<file path="config.mk">
export PLATFORM = sky130hd
export DESIGN_NAME = int_to_ascii_radix
export DESIGN_NICKNAME = d
export VERILOG_FILES = /design/src/hw/rtl/itoa_pkg.sv /design/src/hw/rtl/itoa_ram.sv /design/src/hw/rtl/itoa_div.sv /design/src/hw/rtl/int_to_ascii_radix.sv
export SDC_FILE = /design/constraint.sdc
export NUM_CORES = 1
export LEC_CHECK = 0
export ABC_AREA = 1
export BUFFER_PORTS_ARGS = -buffer_cell sky130_fd_sc_hd__buf_2
export CORE_MARGIN = 2
export CORE_UTILIZATION = 50
export DETAILED_ROUTE_END_ITERATION = 10
export GPL_TIMING_DRIVEN = 0
export PLACE_DENSITY = 0.73
export SYNTH_ARGS = -nofsm -noshare
export SYNTH_HDL_FRONTEND = slang
export SYNTH_SLANG_ARGS = --single-unit
</file>
<file path="constraint.sdc">
create_clock -name clk -period 6.8 [get_ports clk]
set_clock_uncertainty 0.2 [all_clocks]
set_input_delay 0.68 -clock clk [delete_from_list [all_inputs] [get_ports clk]]
set_output_delay 0.68 -clock clk [all_outputs]
set_load 0.02 [all_outputs]
</file>
<file path="src/hw/rtl/itoa_pkg.sv">
// Types, constants and helper functions of the integer-to-text block.
package itoa_pkg;

    localparam int VALUE_WIDTH = 32;
    localparam int TDATA_IN_W  = ((VALUE_WIDTH + 7) / 8) * 8;
    localparam int RADIX_W     = 6;
    localparam int DIGIT_W     = 6;
    localparam int CHAR_W      = 8;
    localparam int STEP_W      = $clog2(VALUE_WIDTH + 1);
    localparam int CNT_W       = $clog2(VALUE_WIDTH + 1);
    localparam int IDX_W       = $clog2(VALUE_WIDTH);

    localparam logic [RADIX_W-1:0] RADIX_MIN   = RADIX_W'(2);
    localparam logic [RADIX_W-1:0] RADIX_MAX   = RADIX_W'(36);
    localparam logic [RADIX_W-1:0] RADIX_DEC   = RADIX_W'(10);
    localparam logic [RADIX_W-1:0] RADIX_RESET = RADIX_W'(10);

    localparam logic [DIGIT_W-1:0] DIGIT_NINE = DIGIT_W'(9);
    localparam logic [DIGIT_W-1:0] DIGIT_TEN  = DIGIT_W'(10);

    localparam logic [CHAR_W-1:0] CHAR_ZERO  = 8'h30;
    localparam logic [CHAR_W-1:0] CHAR_NINE  = 8'h39;
    localparam logic [CHAR_W-1:0] CHAR_A     = 8'h61;
    localparam logic [CHAR_W-1:0] CHAR_Z     = 8'h7a;
    localparam logic [CHAR_W-1:0] CHAR_MINUS = 8'h2d;

    typedef struct packed {
        logic                   start;
        logic [VALUE_WIDTH-1:0] dividend;
        logic [RADIX_W-1:0]     divisor;
    } div_req_t;

    typedef struct packed {
        logic                   done;
        logic [VALUE_WIDTH-1:0] quotient;
        logic [DIGIT_W-1:0]     remainder;
    } div_rsp_t;

    function automatic logic [RADIX_W-1:0] clamp_radix(input logic [RADIX_W-1:0] r);
        logic [RADIX_W-1:0] b;
        if (r < RADIX_MIN)
        begin
            b = RADIX_MIN;
        end
        else if (r > RADIX_MAX)
        begin
            b = RADIX_MAX;
        end
        else
        begin
            b = r;
        end
        return b;
    endfunction

    function automatic logic [CHAR_W-1:0] digit_char(input logic [DIGIT_W-1:0] d);
        logic [CHAR_W-1:0] c;
        if (d > DIGIT_NINE)
        begin
            c = CHAR_A + CHAR_W'(d - DIGIT_TEN);
        end
        else
        begin
            c = CHAR_ZERO + CHAR_W'(d);
        end
        return c;
    endfunction

endpackage

</file>
<file path="src/hw/rtl/itoa_ram.sv">
// Generic single-write, single-read RAM with registered read data.
module itoa_ram #(
    parameter int WIDTH = 8,
    parameter int DEPTH = 32
) (
    input  logic                     clk,
    input  logic                     wr_en,
    input  logic [$clog2(DEPTH)-1:0] wr_addr,
    input  logic [WIDTH-1:0]         wr_data,
    input  logic [$clog2(DEPTH)-1:0] rd_addr,
    output logic [WIDTH-1:0]         rd_data
);

    logic [WIDTH-1:0] mem [DEPTH];
    logic [WIDTH-1:0] rd_data_reg;

    always_ff @(posedge clk)
    begin
        if (wr_en)
        begin
            mem[wr_addr] <= wr_data;
        end
        rd_data_reg <= mem[rd_addr];
    end

    assign rd_data = rd_data_reg;

endmodule

</file>
<file path="src/hw/rtl/itoa_div.sv">
// Iterative restoring divider: one quotient bit per cycle.
module itoa_div
    import itoa_pkg::*;
(
    input  logic     clk,
    input  logic     rst_n,
    input  div_req_t req,
    output div_rsp_t rsp
);

    logic                   busy_reg, busy_next;
    logic                   done_reg, done_next;
    logic [STEP_W-1:0]      step_reg, step_next;
    logic [VALUE_WIDTH-1:0] quot_reg, quot_next;
    logic [DIGIT_W-1:0]     rem_reg, rem_next;
    logic [RADIX_W-1:0]     dvsr_reg, dvsr_next;
    logic [DIGIT_W:0]       rem_shift;
    logic [DIGIT_W:0]       rem_diff;
    logic                   fits;

    assign rem_shift = {rem_reg, quot_reg[VALUE_WIDTH-1]};
    assign rem_diff  = rem_shift - {1'b0, dvsr_reg};
    assign fits      = (rem_shift >= {1'b0, dvsr_reg});

    always_comb
    begin
        busy_next = busy_reg;
        done_next = 1'b0;
        step_next = step_reg;
        quot_next = quot_reg;
        rem_next  = rem_reg;
        dvsr_next = dvsr_reg;
        if (req.start)
        begin
            busy_next = 1'b1;
            step_next = STEP_W'(VALUE_WIDTH);
            quot_next = req.dividend;
            rem_next  = '0;
            dvsr_next = req.divisor;
        end
        else if (busy_reg)
        begin
            quot_next = {quot_reg[VALUE_WIDTH-2:0], fits};
            rem_next  = fits ? rem_diff[DIGIT_W-1:0] : rem_shift[DIGIT_W-1:0];
            step_next = step_reg - STEP_W'(1);
            if (step_reg == STEP_W'(1))
            begin
                busy_next = 1'b0;
                done_next = 1'b1;
            end
        end
    end

    always_ff @(posedge clk or negedge rst_n)
    begin
        if (!rst_n)
        begin
            busy_reg <= 1'b0;
            done_reg <= 1'b0;
            step_reg <= '0;
        end
        else
        begin
            busy_reg <= busy_next;
            done_reg <= done_next;
            step_reg <= step_next;
        end
    end

    always_ff @(posedge clk)
    begin
        quot_reg <= quot_next;
        rem_reg  <= rem_next;
        dvsr_reg <= dvsr_next;
    end

    assign rsp.done      = done_reg;
    assign rsp.quotient  = quot_reg;
    assign rsp.remainder = rem_reg;

endmodule

</file>
<file path="src/hw/rtl/int_to_ascii_radix.sv">
// Top level of the integer-to-text converter with configurable radix.
// Each digit is computed in the shared bit-serial divider (states START and WAIT).
// Each character is then read from the digit RAM and presented (READ, LOAD, SHOW).
// A negative value in radix 10 is preceded by a '-' character.
// rst_n clears the sequencer and sets radix to 10; the digit RAM is not cleared.
module int_to_ascii_radix
    import itoa_pkg::*;
(
    input  logic                  clk,
    input  logic                  rst_n,
    input  logic                  cfg_valid,
    output logic                  cfg_ready,
    input  logic [RADIX_W-1:0]    cfg_data,        // [5:0] radix
    input  logic                  s_axis_tvalid,
    output logic                  s_axis_tready,
    input  logic [TDATA_IN_W-1:0] s_axis_tdata,    // [VALUE_WIDTH-1:0] value, signed in radix 10
    output logic                  m_axis_tvalid,
    input  logic                  m_axis_tready,
    output logic [CHAR_W-1:0]     m_axis_tdata,    // [7:0] char_code
    output logic                  m_axis_tlast
);

    localparam logic [2:0] ST_IDLE  = 3'd0;
    localparam logic [2:0] ST_START = 3'd1;
    localparam logic [2:0] ST_WAIT  = 3'd2;
    localparam logic [2:0] ST_READ  = 3'd3;
    localparam logic [2:0] ST_LOAD  = 3'd4;
    localparam logic [2:0] ST_SHOW  = 3'd5;

    logic [2:0]             state_reg, state_next;
    logic [RADIX_W-1:0]     radix_reg, radix_next;
    logic [VALUE_WIDTH-1:0] quot_reg, quot_next;
    logic                   neg_reg, neg_next;
    logic [CNT_W-1:0]       cnt_reg, cnt_next;
    logic [CHAR_W-1:0]      char_reg, char_next;
    logic                   last_reg, last_next;

    logic [RADIX_W-1:0]     base;
    logic [VALUE_WIDTH-1:0] in_value;
    logic                   in_neg;
    logic [CNT_W-1:0]       cnt_dec;
    logic                   in_fire;
    logic                   out_fire;
    logic                   wr_en;
    logic [DIGIT_W-1:0]     rd_digit;
    div_req_t               div_req;
    div_rsp_t               div_rsp;

    assign base      = clamp_radix(radix_reg);
    assign in_value  = s_axis_tdata[VALUE_WIDTH-1:0];
    assign in_neg    = in_value[VALUE_WIDTH-1] && (base == RADIX_DEC);
    assign cnt_dec   = cnt_reg - CNT_W'(1);
    assign in_fire   = s_axis_tvalid && s_axis_tready;
    assign out_fire  = m_axis_tvalid && m_axis_tready;
    assign wr_en     = (state_reg == ST_WAIT) && div_rsp.done;

    assign cfg_ready     = 1'b1;
    assign s_axis_tready = (state_reg == ST_IDLE);
    assign m_axis_tvalid = (state_reg == ST_SHOW);
    assign m_axis_tdata  = char_reg;
    assign m_axis_tlast  = last_reg;

    assign div_req.start    = (state_reg == ST_START);
    assign div_req.dividend = quot_reg;
    assign div_req.divisor  = base;

    itoa_div u_div (
        .clk   (clk),
        .rst_n (rst_n),
        .req   (div_req),
        .rsp   (div_rsp)
    );

    itoa_ram #(
        .WIDTH (DIGIT_W),
        .DEPTH (VALUE_WIDTH)
    ) u_digit_store (
        .clk     (clk),
        .wr_en   (wr_en),
        .wr_addr (cnt_reg[IDX_W-1:0]),
        .wr_data (div_rsp.remainder),
        .rd_addr (cnt_dec[IDX_W-1:0]),
        .rd_data (rd_digit)
    );

    always_comb
    begin
        state_next = state_reg;
        radix_next = radix_reg;
        quot_next  = quot_reg;
        neg_next   = neg_reg;
        cnt_next   = cnt_reg;
        char_next  = char_reg;
        last_next  = last_reg;
        if (cfg_valid && cfg_ready)
        begin
            radix_next = cfg_data;
        end
        unique case (state_reg)
            ST_IDLE:
            begin
                if (in_fire)
                begin
                    quot_next  = in_neg ? (~in_value + VALUE_WIDTH'(1)) : in_value;
                    neg_next   = in_neg;
                    cnt_next   = '0;
                    state_next = ST_START;
                end
            end
            ST_START:
            begin
                state_next = ST_WAIT;
            end
            ST_WAIT:
            begin
                if (div_rsp.done)
                begin
                    quot_next = div_rsp.quotient;
                    cnt_next  = cnt_reg + CNT_W'(1);
                    if (div_rsp.quotient != '0)
                    begin
                        state_next = ST_START;
                    end
                    else if (neg_reg)
                    begin
                        char_next  = CHAR_MINUS;
                        last_next  = 1'b0;
                        state_next = ST_SHOW;
                    end
                    else
                    begin
                        state_next = ST_READ;
                    end
                end
            end
            ST_READ:
            begin
                state_next = ST_LOAD;
            end
            ST_LOAD:
            begin
                char_next  = digit_char(rd_digit);
                last_next  = (cnt_reg == CNT_W'(1));
                cnt_next   = cnt_dec;
                state_next = ST_SHOW;
            end
            ST_SHOW:
            begin
                if (out_fire)
                begin
                    state_next = last_reg ? ST_IDLE : ST_READ;
                end
            end
            default:
            begin
                state_next = ST_IDLE;
            end
        endcase
    end

    always_ff @(posedge clk or negedge rst_n)
    begin
        if (!rst_n)
        begin
            state_reg <= ST_IDLE;
            radix_reg <= RADIX_RESET;
            neg_reg   <= 1'b0;
            cnt_reg   <= '0;
        end
        else
        begin
            state_reg <= state_next;
            radix_reg <= radix_next;
            neg_reg   <= neg_next;
            cnt_reg   <= cnt_next;
        end
    end

    always_ff @(posedge clk)
    begin
        quot_reg <= quot_next;
        char_reg <= char_next;
        last_reg <= last_next;
    end

endmodule

</file>
# Yosys cells after proc, flatten, opt, wreduce, memory -nomap -nowiden
# Memory sizes are Yosys's and may differ from the RTL's. A register that Yosys moved wholly into a read port is not among the register bits.
# Index checks and enable logic that the tools add are counted.
# W data, S select, Z words.
totals:
  word_cells: 93
  ff_bits: 109
  in_bits: 43
  mem_bits_rw: 192
  mem_count: 1
  out_inout_bits: 12
memory_table:
  columns: ["memory", "words", "width", "rd", "rd_ports_with_merged_regs", "wr", "line", "rtl"]
  rows:
  - ["u_digit_store.mem", 32, 6, 1, 1, 1, "itoa_ram.sv:14", "logic [WIDTH-1:0] mem [DEPTH];"]
op_classes:
  n_addsub: 8
  eq_ne: 13
  magnitude_cmp: 4
  reduce_logical: 15
  mux: 38
  n_bitwise: 1
ops:
  columns: ["op", "count"]
  rows:
  - ["$mux W32", 5]
  - ["$pmux W32 S2", 1]
  - ["$mux W6", 7]
  - ["$add A32 B1 Y32 const B", 1]
  - ["$mux W8", 4]
  - ["$not A32 Y32", 1]
  - ["$reduce_bool A32 Y1", 1]
  - ["$pmux W3 S6", 1]
  - ["$pmux W6 S3", 1]
  - ["$pmux W8 S2", 1]
  - ["$mux W3", 5]
  - ["$eq A6 B1 Y1 const B", 2]
  - ["$sub A6 B1 Y6 const B", 2]
  - ["$mux W1", 11]
  - ["$reduce_and A3 Y1", 3]
  - ["$add A7 B8 Y8 const A", 1]
  - ["$add A6 B6 Y7 const A", 1]
  - ["$ge A7 B6 Y1", 1]
  - ["$sub A6 B4 Y7 const B", 1]
  - ["$add A6 B1 Y6 const B", 1]
  - ["$eq A3 B2 Y1 const B", 2]
  - ["$eq A3 B3 Y1 const B", 2]
  - ["$eq A6 B4 Y1 const B", 1]
  - ["$gt A6 B4 Y1 const B", 1]
  - ["14 further kinds", 22]

# Depth between registers and ports, before layout
depth:
  ltp_word: 8
  depth_mapped: 15
  ltp_nobuf: 13

# By module
# A second synthesis with hierarchy kept.
unflattened:
  hier_cells: 1658
  hier_area_um2: 15009.4
by_module_without_submodules:
  columns: ["mod", "seq_area_each_um2", "cells_each", "n_inst", "area_each_um2"]
  rows:
  - ["itoa_ram", 5885.6, 704, 1, 8077.7]
  - ["int_to_ascii_radix", 1634.1, 672, 1, 4377.9]
  - ["itoa_div", 1461.4, 282, 1, 2553.7]

# Worst setup path after synthesis
# OpenSTA, ideal clock, no wires.
synth_timing:
  kind: "reg-to-reg"
  startpoint: "register state_reg[0]"
  endpoint: "register quot_reg[0], enable pin"
  synth_period_minus_slack_ps: 3792
  setup_time_ps: 466
  path_stages_with_launch: 5
  setup_slack_ps: 3008
  path_buffers: 1
  arrival_time_ps: 3126
  t_required_ps: 6134
  cell_sequence: "dfrtp_1 > inv_1 > nand2_2 > clkbuf_1 > o21ai_0"
synth_between:
  elab_chain_len: 4
  word_cells_on_any_way: 7
  classes_between: "eq/ne (3); reduce/logical (4)"
synth_rtl:
  columns: ["element", "line", "rtl"]
  rows:
  - ["start, declared", "int_to_ascii_radix.sv:30", "logic [2:0] state_reg, state_next;"]
  - ["start signal, assigned", "int_to_ascii_radix.sv:172", "state_reg <= state_next;"]
  - ["$logic_not A3 Y1", "int_to_ascii_radix.sv:58, int_to_ascii_radix.sv:99", null]
  - ["$logic_and A1 B1 Y1", "int_to_ascii_radix.sv:53", "assign in_fire = s_axis_tvalid && s_axis_tready;"]
  - ["$ne A2 B1 Y1 (no line)", null, null]
  - ["$reduce_and A3 Y1 (no line) (*)", null, null]
  - ["end signal, assigned", "int_to_ascii_radix.sv:181", "quot_reg <= quot_next;"]
  - ["end, declared", "int_to_ascii_radix.sv:32", "logic [VALUE_WIDTH-1:0] quot_reg, quot_next;"]
# Mark *: on every way between the ends. The rest lies on a longest branch, timed or not.
# A chain may end at the register's enable or synchronous reset.

# Worst setup path after layout
layout_timing:
  startpoint: "register cnt_reg[0]"
  endpoint: "register u_digit_store.rd_data_reg[2] (netlist: u_digit_store.rd_data[2]), read port of u_digit_store.mem"
layout_between:
  elab_chain_len: 1
layout_rtl:
  columns: ["element", "line", "rtl"]
  rows:
  - ["start, declared", "int_to_ascii_radix.sv:34", "logic [CNT_W-1:0] cnt_reg, cnt_next;"]
  - ["start signal, assigned", "int_to_ascii_radix.sv:175", "cnt_reg <= cnt_next;"]
  - ["$sub A6 B1 Y6", "int_to_ascii_radix.sv:52", "assign cnt_dec = cnt_reg - CNT_W'(1);"]
  - ["end, declared", "itoa_ram.sv:15", "logic [WIDTH-1:0] rd_data_reg;"]
# Every way passes these cells.

==> run_results.csv <==
group,metric,value,unit
layout,stdcell_area,16700,um2
floorplan,die_w,176,um
grt,grt_util_met1,31.7,%
hold_path,hp-class,"in2reg",
layout,largest_register_ffs,192,
yosys,ys_seq_area_share,60.4,%
placement,place_area,15700,um2
drt,ant_nets,0,
sta,setup_viol_count_final,0,
sta,rsz0062_at_grt,"false",
drt,drt_iter0_drc,1033,
sta,drv_slew,0,
critical_path,reg2reg_depth,14,
drt,vias_per_cell,5.52,
sta,hold_viol_final,0,
yosys,synth_cell_types,45,
sta,hold_ws,183,ps
clock_network,htree_levels,2,
critical_path,r2r_start,"cnt_reg[0]",
sta,slew_headroom,11.7,%
layout,fin_util,56.8,%
drt,drc,0,
power,power,7.52,mW
floorplan,die_area,31100,um2
grt,grtUsageTotal,24.4,%
layout,final_cell_count_no_fill,2060,
grt,busiest_layer,"met2",
drt,vias,11400,
power,leakagePower,6.55,nW
sta,min_period,3330,ps
critical_path,rrSetupSlack,3470,ps
grt,met2_usage,41.6,%
critical_path,endpoint,"u_digit_store.rd_data[2]",
clock_network,clkLatencyLatePin,510,ps
grt,grt_pass1_wl,58900,um
run_status,outcome,"completed",
floorplan,core_area,29500,um2
sta,max_freq,301,MHz
floorplan,die_h,176,um
yosys,synth_ff_type,"edfxtp_1",
yosys,synth_area,14900,um2
job,cap_violations,0,
placement,place.gp.congestion,0.925,
critical_path,cp.arrival,3510,ps
clock_network,cts_buffer_depth,3,
placement,pre_cts_ws,3430,ps
layout,nets,1709,
critical_path,crit_path_start_kind,"flip-flop",
power,ir_drop,0.243,mV
yosys,synthArstFlopShare,7.82,%
yosys,yosysTopAreaCell,"edfxtp_1",
critical_path,crit_type,"reg2reg",
critical_path,critPathMaxFanout,12,
yosys,yosys-top-cells-area,"edfxtp_1 (55%), nand2_1 (9.1%), nor2_1 (7.1%)",
drt,drt-pass1-iter-count,5,
drt,wirelength,37400,um
clock_network,root_buffer,"clkbuf_16",
sta,finalSetupTns,0,ps
yosys,syn_inst,1554,
layout,drive_above_1_share,10.8,%
layout,diodes,0,
critical_path,endpoint_kind,"flip-flop",
floorplan,io_pins,55,
clock_network,tritoncts,"yes",
power,power_density,449,nW/um2
floorplan,rows,63,
clock_network,cts.sinks,307,
floorplan,initial_core_util,50.4,%
grt,grt-ovfl-total,0,
critical_path,timing.rr.end,"u_digit_store.rd_data[2]",
drt,wl_per_cell,18.1,um
placement,io_buffers,52,
grt,grt_pass1_vias,11100,
critical_path,crit_start,"cnt_reg[0]",
layout,area_growth_syn_to_layout,12.6,%
sta,tightest_slew,1320,ps
yosys,synth_edf_count,271,
placement,place_hpwl,25900,um
sta,fin_ws,3470,ps
clock_network,clk_pin_slew_worst_paths,60,ps
clock_network,numCtsBuffers,34,
placement,dp.cells,1997,
sta,period_share,48.9,%
critical_path,cp.required,6980,ps
yosys,avgSynthCellArea,9.57,um2
yosys,synth_seq_cells,307,
grt,grt_use_met3,3.32,%
yosys,yosys_warnings,0,
yosys,syn_nets,1618,
yosys,yosysTopAreaCellShare,54.7,%
grt,antenna_found_initial,0,
grt,grt_max_degree,36,
report_power, final:
group	internal (mW)	leakage (nW)	total (mW)	switching, mW
registers	2.62	2.92	2.98	0.357
logic	0.894	3.12	2.82	1.93
clock network	1.00	0.515	1.72	0.716
worst min path at each step:
stage	from	end	depth (start not counted)
global route	cfg_data[4]	radix_reg[4]	3
finish	cfg_data[4]	radix_reg[4]	3
CTS	cfg_data[4]	radix_reg[4]	3
floorplan	rst_n	cnt_reg[0]	0
global placement	cnt_reg[5]	cnt_reg[5]	2
detailed placement	cnt_reg[5]	cnt_reg[5]	2
metal layers:
metal / part of all wire, % / vias to the layer above / wire length (um)
met4: 3.7 / 0 / 1380
li1: - / 5454 / -
met5: 0 / - / 0
met1: 41 / 5336 / 15200
met3: 6.5 / 90 / 2430
met2: 49 / 486 / 18400
layout by cell type, fill, tap and decap left out, types with 10 or more instances in the layout:
master	count
clkbuf_1	32
nand4_1	20
o21ai_0	184
dfrtp_1	22
buf_2	72
a21oi_1	14
nand2_1	360
edfxtp_1	271
inv_1	108
o21ai_1	16
clkbuf_16	35
o211ai_2	10
xor2_1	15
ha_1	20
nand3_1	67
clkinv_1	12
buf_6	11
o211ai_1	28
nor2_1	280
synth_stat cells (all sizes together), types with 16 or more instances:
library cell  number
inv              113
dfrtp             22
nand3             69
clkbuf            27
buf               40
edfxtp           271
o211ai            38
nand2            362
xor2              16
o21ai            203
nor2             285
nand4             20
ha                20
repair_timing:
action                    CTS  global route
resized for setup           0             0
hold endpoints to repair    2             0
hold buffers                1             0
setup buffers               0             0
cell type report:
type / instances / area, um2
buffer: 67 / 389
clock buffer: 42 / 922
clock inverter: 19 / 124
fill: 2580 / 12700
inverter: 116 / 438
multi-input combinational: 1064 / 5070
sequential: 307 / 8990
tap: 390 / 488
timing repair buffer: 55 / 318
worst max-delay path, stage by stage, from the launching register on:
cell and delay (ps):
dfrtp_1 380, buf_4 210, inv_2 70, buf_6 140, buf_2 210, ha_1 330
buf_4 170, clkbuf_1 550, nor2_1 140, o21ai_0 140, o21ai_0 210, o211ai_1 240
nand2_1 70, nand2_1 60, nand2_1 90
logic make-up (layout without fill, tap and decap cells):
group	Yosys count	count (layout)	synth area share (%)
multiplexers	2	2	0.152
AND/OR/NAND/NOR	750	750	20.3
other	1	1	0.0252
flip-flops	307	307	60.4
adder cells (fa/ha/maj)	21	21	1.82
XOR/XNOR	24	24	1.52
buffers and inverters	183	299	5.56
AO/OA/AOI/OAI	266	266	10.2
No activity file was read; power rests on OpenSTA's default activity.
